### src/hw/rtl/salc_pkg.sv
// Shared types and constants for the set-associative LRU cache tag block.
package salc_pkg;

    localparam int MAX_SET_BITS = 8;
    localparam int MAX_WAYS     = 8;
    localparam int ADDR_W       = 32;

    localparam int NUM_SETS = 1 << MAX_SET_BITS;
    localparam int SET_W    = MAX_SET_BITS;
    localparam int WAY_W    = $clog2(MAX_WAYS);
    localparam int RANK_W   = WAY_W;
    localparam int TAG_W    = ADDR_W;

    localparam int SETB_W     = 4;
    localparam int BLKB_W     = 5;
    localparam int WAYS_W     = 4;
    localparam int SHIFT_W    = 6;
    localparam int CFG_IDX_W  = 2;
    localparam int CFG_DATA_W = 5;

    // register indexes
    localparam logic [CFG_IDX_W-1:0] CFG_SET_BITS = 2'd0;
    localparam logic [CFG_IDX_W-1:0] CFG_BLK_BITS = 2'd1;
    localparam logic [CFG_IDX_W-1:0] CFG_WAYS     = 2'd2;

    // access kinds
    localparam logic [1:0] ACT_LOAD   = 2'd0;
    localparam logic [1:0] ACT_STORE  = 2'd1;
    localparam logic [1:0] ACT_MODIFY = 2'd2;
    localparam logic [1:0] ACT_IGNORE = 2'd3;

    typedef enum logic [1:0] {
        OUT_HIT   = 2'd0,
        OUT_MISS  = 2'd1,
        OUT_EVICT = 2'd2
    } t_outcome;

    typedef struct packed {
        logic [1:0]        action;
        logic [ADDR_W-1:0] address;
    } t_req;

    typedef struct packed {
        t_outcome    outcome;
        logic        last_of_item;
        logic [31:0] hit_total;
        logic [31:0] miss_total;
        logic [31:0] eviction_total;
    } t_rsp;

    // one memory row holds a whole set
    typedef struct packed {
        logic [MAX_WAYS-1:0]             valid;
        logic [MAX_WAYS-1:0][TAG_W-1:0]  tag;
        logic [MAX_WAYS-1:0][RANK_W-1:0] rank;
    } t_set_row;

endpackage

### src/hw/rtl/salc_access.sv
// Lookup, fill/victim choice and LRU rank update for one set row.
module salc_access import salc_pkg::*; (
    input  t_set_row           i_row,
    input  logic [TAG_W-1:0]   i_tag,
    input  logic [WAYS_W-1:0]  i_ways,
    output t_set_row           o_row,
    output t_outcome           o_outcome
);

    logic [MAX_WAYS-1:0] act;
    logic [MAX_WAYS-1:0] hit;
    logic [MAX_WAYS-1:0] inv;
    logic [WAY_W-1:0]    hit_w;
    logic [WAY_W-1:0]    inv_w;
    logic [WAY_W-1:0]    vic_w;
    logic [WAY_W-1:0]    sel_w;
    logic [RANK_W-1:0]   old_rank;
    logic                old_max;

    always_comb begin
        for (int j = 0; j < MAX_WAYS; j++) begin
            act[j] = WAYS_W'(j) < i_ways;
            hit[j] = act[j] && i_row.valid[j] && (i_row.tag[j] == i_tag);
            inv[j] = act[j] && !i_row.valid[j];
        end

        // lowest index wins
        hit_w = '0;
        inv_w = '0;
        for (int j = MAX_WAYS - 1; j >= 0; j--) begin
            if (hit[j]) begin
                hit_w = WAY_W'(j);
            end
            if (inv[j]) begin
                inv_w = WAY_W'(j);
            end
        end

        // highest rank, ties to the lowest way
        vic_w = '0;
        for (int j = 1; j < MAX_WAYS; j++) begin
            if (act[j] && (i_row.rank[j] > i_row.rank[vic_w])) begin
                vic_w = WAY_W'(j);
            end
        end

        priority if (|hit) begin
            sel_w     = hit_w;
            o_outcome = OUT_HIT;
        end else if (|inv) begin
            sel_w     = inv_w;
            o_outcome = OUT_MISS;
        end else begin
            sel_w     = vic_w;
            o_outcome = OUT_EVICT;
        end

        // a filled line counts as older than every other line
        old_max  = !(|hit);
        old_rank = i_row.rank[hit_w];

        o_row = i_row;
        for (int j = 0; j < MAX_WAYS; j++) begin
            if (act[j] && (WAY_W'(j) != sel_w) && i_row.valid[j] &&
                (old_max || (i_row.rank[j] < old_rank)) &&
                (i_row.rank[j] < RANK_W'(MAX_WAYS - 1))) begin
                o_row.rank[j] = i_row.rank[j] + 1'b1;
            end
        end
        o_row.rank[sel_w]  = '0;
        o_row.valid[sel_w] = 1'b1;
        o_row.tag[sel_w]   = i_tag;
    end

endmodule

### config.mk
export PLATFORM = sky130hd
export DESIGN_NAME = salc_access
export DESIGN_NICKNAME = d
export VERILOG_FILES = /design/src/hw/rtl/salc_pkg.sv /design/src/hw/rtl/salc_access.sv
export SDC_FILE = /design/constraint.sdc
export NUM_CORES = 1
export LEC_CHECK = 0
export BUFFER_PORTS_ARGS = -buffer_cell sky130_fd_sc_hd__buf_2
export CORE_AREA = 4 4 234 236
export DETAILED_ROUTE_END_ITERATION = 12
export DIE_AREA = 0 0 238 240
export GPL_ROUTABILITY_DRIVEN = 0
export GPL_TIMING_DRIVEN = 0
export PLACE_DENSITY = 0.42
export SETUP_SLACK_MARGIN = 0.4
export SYNTH_ARGS = -nofsm -noshare
export SYNTH_HDL_FRONTEND = slang
export SYNTH_SLANG_ARGS = --single-unit
### constraint.sdc
create_clock -name vclk -period 19.3
set_input_delay 3.86 -clock vclk [all_inputs]
set_output_delay 3.86 -clock vclk [all_outputs]
set_load 0.005 [all_outputs]
==> results by group <==
Drt
  – Routed WL: 85600 um
  – Drt wl/cell: 33.1 um
  – Routed Antenna Nets: 0
  – Initial DRC Count: 1171
  – First drt pass iteration count: 5
  – Drt drc: 0
  – Via Count: 13500
  – Vias per inst: 5.21

STA
  – Final period util: 0.960
  – Slew @ Worst Pin: 1390 ps
  – Final WS setup: 775 ps
  – Slew HR: 0.0730
  – Setup TNS Final: 0 ps
  – Final Hold Violating Endpoints: 0
  – Tmin final: 18530 ps
  – RSZ-0062 raised after global routing: false
  – Final setup violation count: 0
  – Final Slew Violations: 0
  – Fmax: 54.0 MHz

Pwr
  – Power density over the cells: 47.5 nW/um^2
  – Peak VDD IR: 0.0000289 V
  – Static Leakage: 0.00633 uW

Placed design
  – DP Worst Slack: -2200 ps
  – I/O Buffers: 580
  – Post-DP HPWL: 71800 um

Global route
  – Remaining global-route overflow: 0
  – Tot GR Track Use: 0.276
  – Largest net degree at the start of global routing: 12
  – Vias in the first global route: 13200
  – Initial antenna violation count: 15
  – First-pass GRT wire length: 112000 um

Critical path
  – Crit path DAT: 14670 ps
  – CP Max Fanout: 10
  – WP data required: 15440 ps
  – Critical path class: input port to output port
  – Most frequent CP cell: o21a_1
  – Worst setup EP type: output port
  – Worst path max stage delay: 390 ps
  – Slowest cell on the critical path: mux2_2
  – Worst setup SP type: input port

Clock tree
  – CTS Hold Bufs: 0

Floorplan
  – Core area: 52400 sq um
  – Die footprint: 57100 sq um
  – Site Rows: 84
  – Die width: 238 um
  – Ports: 614
  – Initial Util: 0.185
  – Die span in y: 240 um

Synthesis
  – Cell Area, Synth: 9720 sq um
  – Syn_area_per_cell: 7.65 sq um
  – Mapped Cells: 1271
  – Sequential fraction of the synthesis area: 0
  – Synth Warn #: 0
  – Post-synth cell types: 76
  – Mapped Nets: 1640

Outcome
  – Status: finished, final reports clean

Cells and area
  – Reg area: 0 sq um
  – Seq Cell Count: 0
  – Clock buffers: 0
  – Ratio of cells with drive above 1 in the final layout: 0.534
  – Layout net count: 2261
  – Area Growth Syn to Fin: 47.8%

Hold path
  – WHS Path Cells: 3
  – HP Class: input port to output port

Run
  – Maxcap violations: 0
==> path summary, 6_finish.rpt <==
check                    end  startpoint
setup / recovery   o_row[72]    i_row[1]
hold / removal    o_row[285]  i_row[285]
==> where the power goes <==
| group | switching (uW) | total, uW | internal, uW | leakage [uW] |
|---|---|---|---|---|
| logic | 376 | 683 | 306 | 0.00633 |
| registers | 0 | 0 | 0 | 0 |
| clock network | 0 | 0.0000487 | 0.0000487 | 0.0000000444 |
| total | 376 | 683 | 306 | 0.00633 |
==> stage by stage <==
stage / hold slack [ps] / area (sq um) / total power (uW) / std cells / utilization
floorplan: 7790 / 9720 / 318 / 1271 / -
global placement: 8010 / 13500 / 552 / 2539 / 0.257
detailed placement: 8010 / 13500 / 559 / 2539 / 0.257
CTS: 8010 / 13900 / 612 / 2559 / 0.266
global route: 8030 / 14400 / 720 / 2580 / 0.274
finish: 8000 / 14400 / 683 / 2585 / 0.274
==> cells in the final DEF (no fill, tap or decap), drive strengths merged, types with 39 or more instances in the layout <==
cell,count
nor2,49
nand4,61
a21oi,39
xnor2,191
ha,45
nand2,134
mux2,232
buf,703
xor2,65
o21ai,42
==> cell families after synthesis <==
| kind of cell | share of synthesized area |
|---|---|
| buf+inv | 0.0728 |
| simple gates | 0.206 |
| xor+xnor | 0.231 |
| fa+ha+maj | 0.0579 |
| compound gates | 0.150 |
| mux | 0.283 |
==> layer usage <==
metal	wire, um	GRT usage
met1	33800	0.342
met2	41300	0.485
met3	6460	0.0484
met4	3960	0.0948
met5	100	0
==> area by class of cell <==
cell class,instances,area (sq um)
Antenna cell,7,17.5
Fill cell,5903,38100
Timing Repair Buffer,619,3250
Multi-Input combinational cell,1135,9360
Tap cell,688,861
Inverter,24,103
Buffer,112,785
==> synth_stat cells (14+ instances only) <==
library cell,n,share of area
nand4_1,61,0.039
clkbuf_1,26,0.010
a21oi_1,37,0.019
mux2_2,214,0.25
xnor2_1,191,0.17
buf_2,65,0.033
nor2_1,49,0.019
ha_1,45,0.058
o21ai_0,38,0.020
a31oi_1,15,0.0097
a211oi_1,17,0.013
nand2_1,134,0.052
nor3_1,14,0.0072
mux2_1,18,0.021
nor4_1,24,0.015
nand3_1,22,0.011
o21a_1,21,0.016
xor2_1,65,0.059
inv_1,23,0.0089
==> timing repair <==
| action | in CTS | in global routing |
|---|---|---|
| endpoints found under the setup margin | 288 | 288 |
| cloned | 0 | 2 |
| gates resized for setup | 82 | 66 |
| pin swaps | 4 | 30 |
| setup buffers | 20 | 17 |
==> worst max-delay path, delay by kind of cell <==
family | cells | cell delay, ps
AOI/OAI and AO/OA | 28 | 5260
adders and majority gates | 7 | 1850
buffers and inverters | 5 | 840
muxes | 3 | 680
and+or+nand+nor | 15 | 2120
No activity file was read; power rests on OpenSTA's default activity.
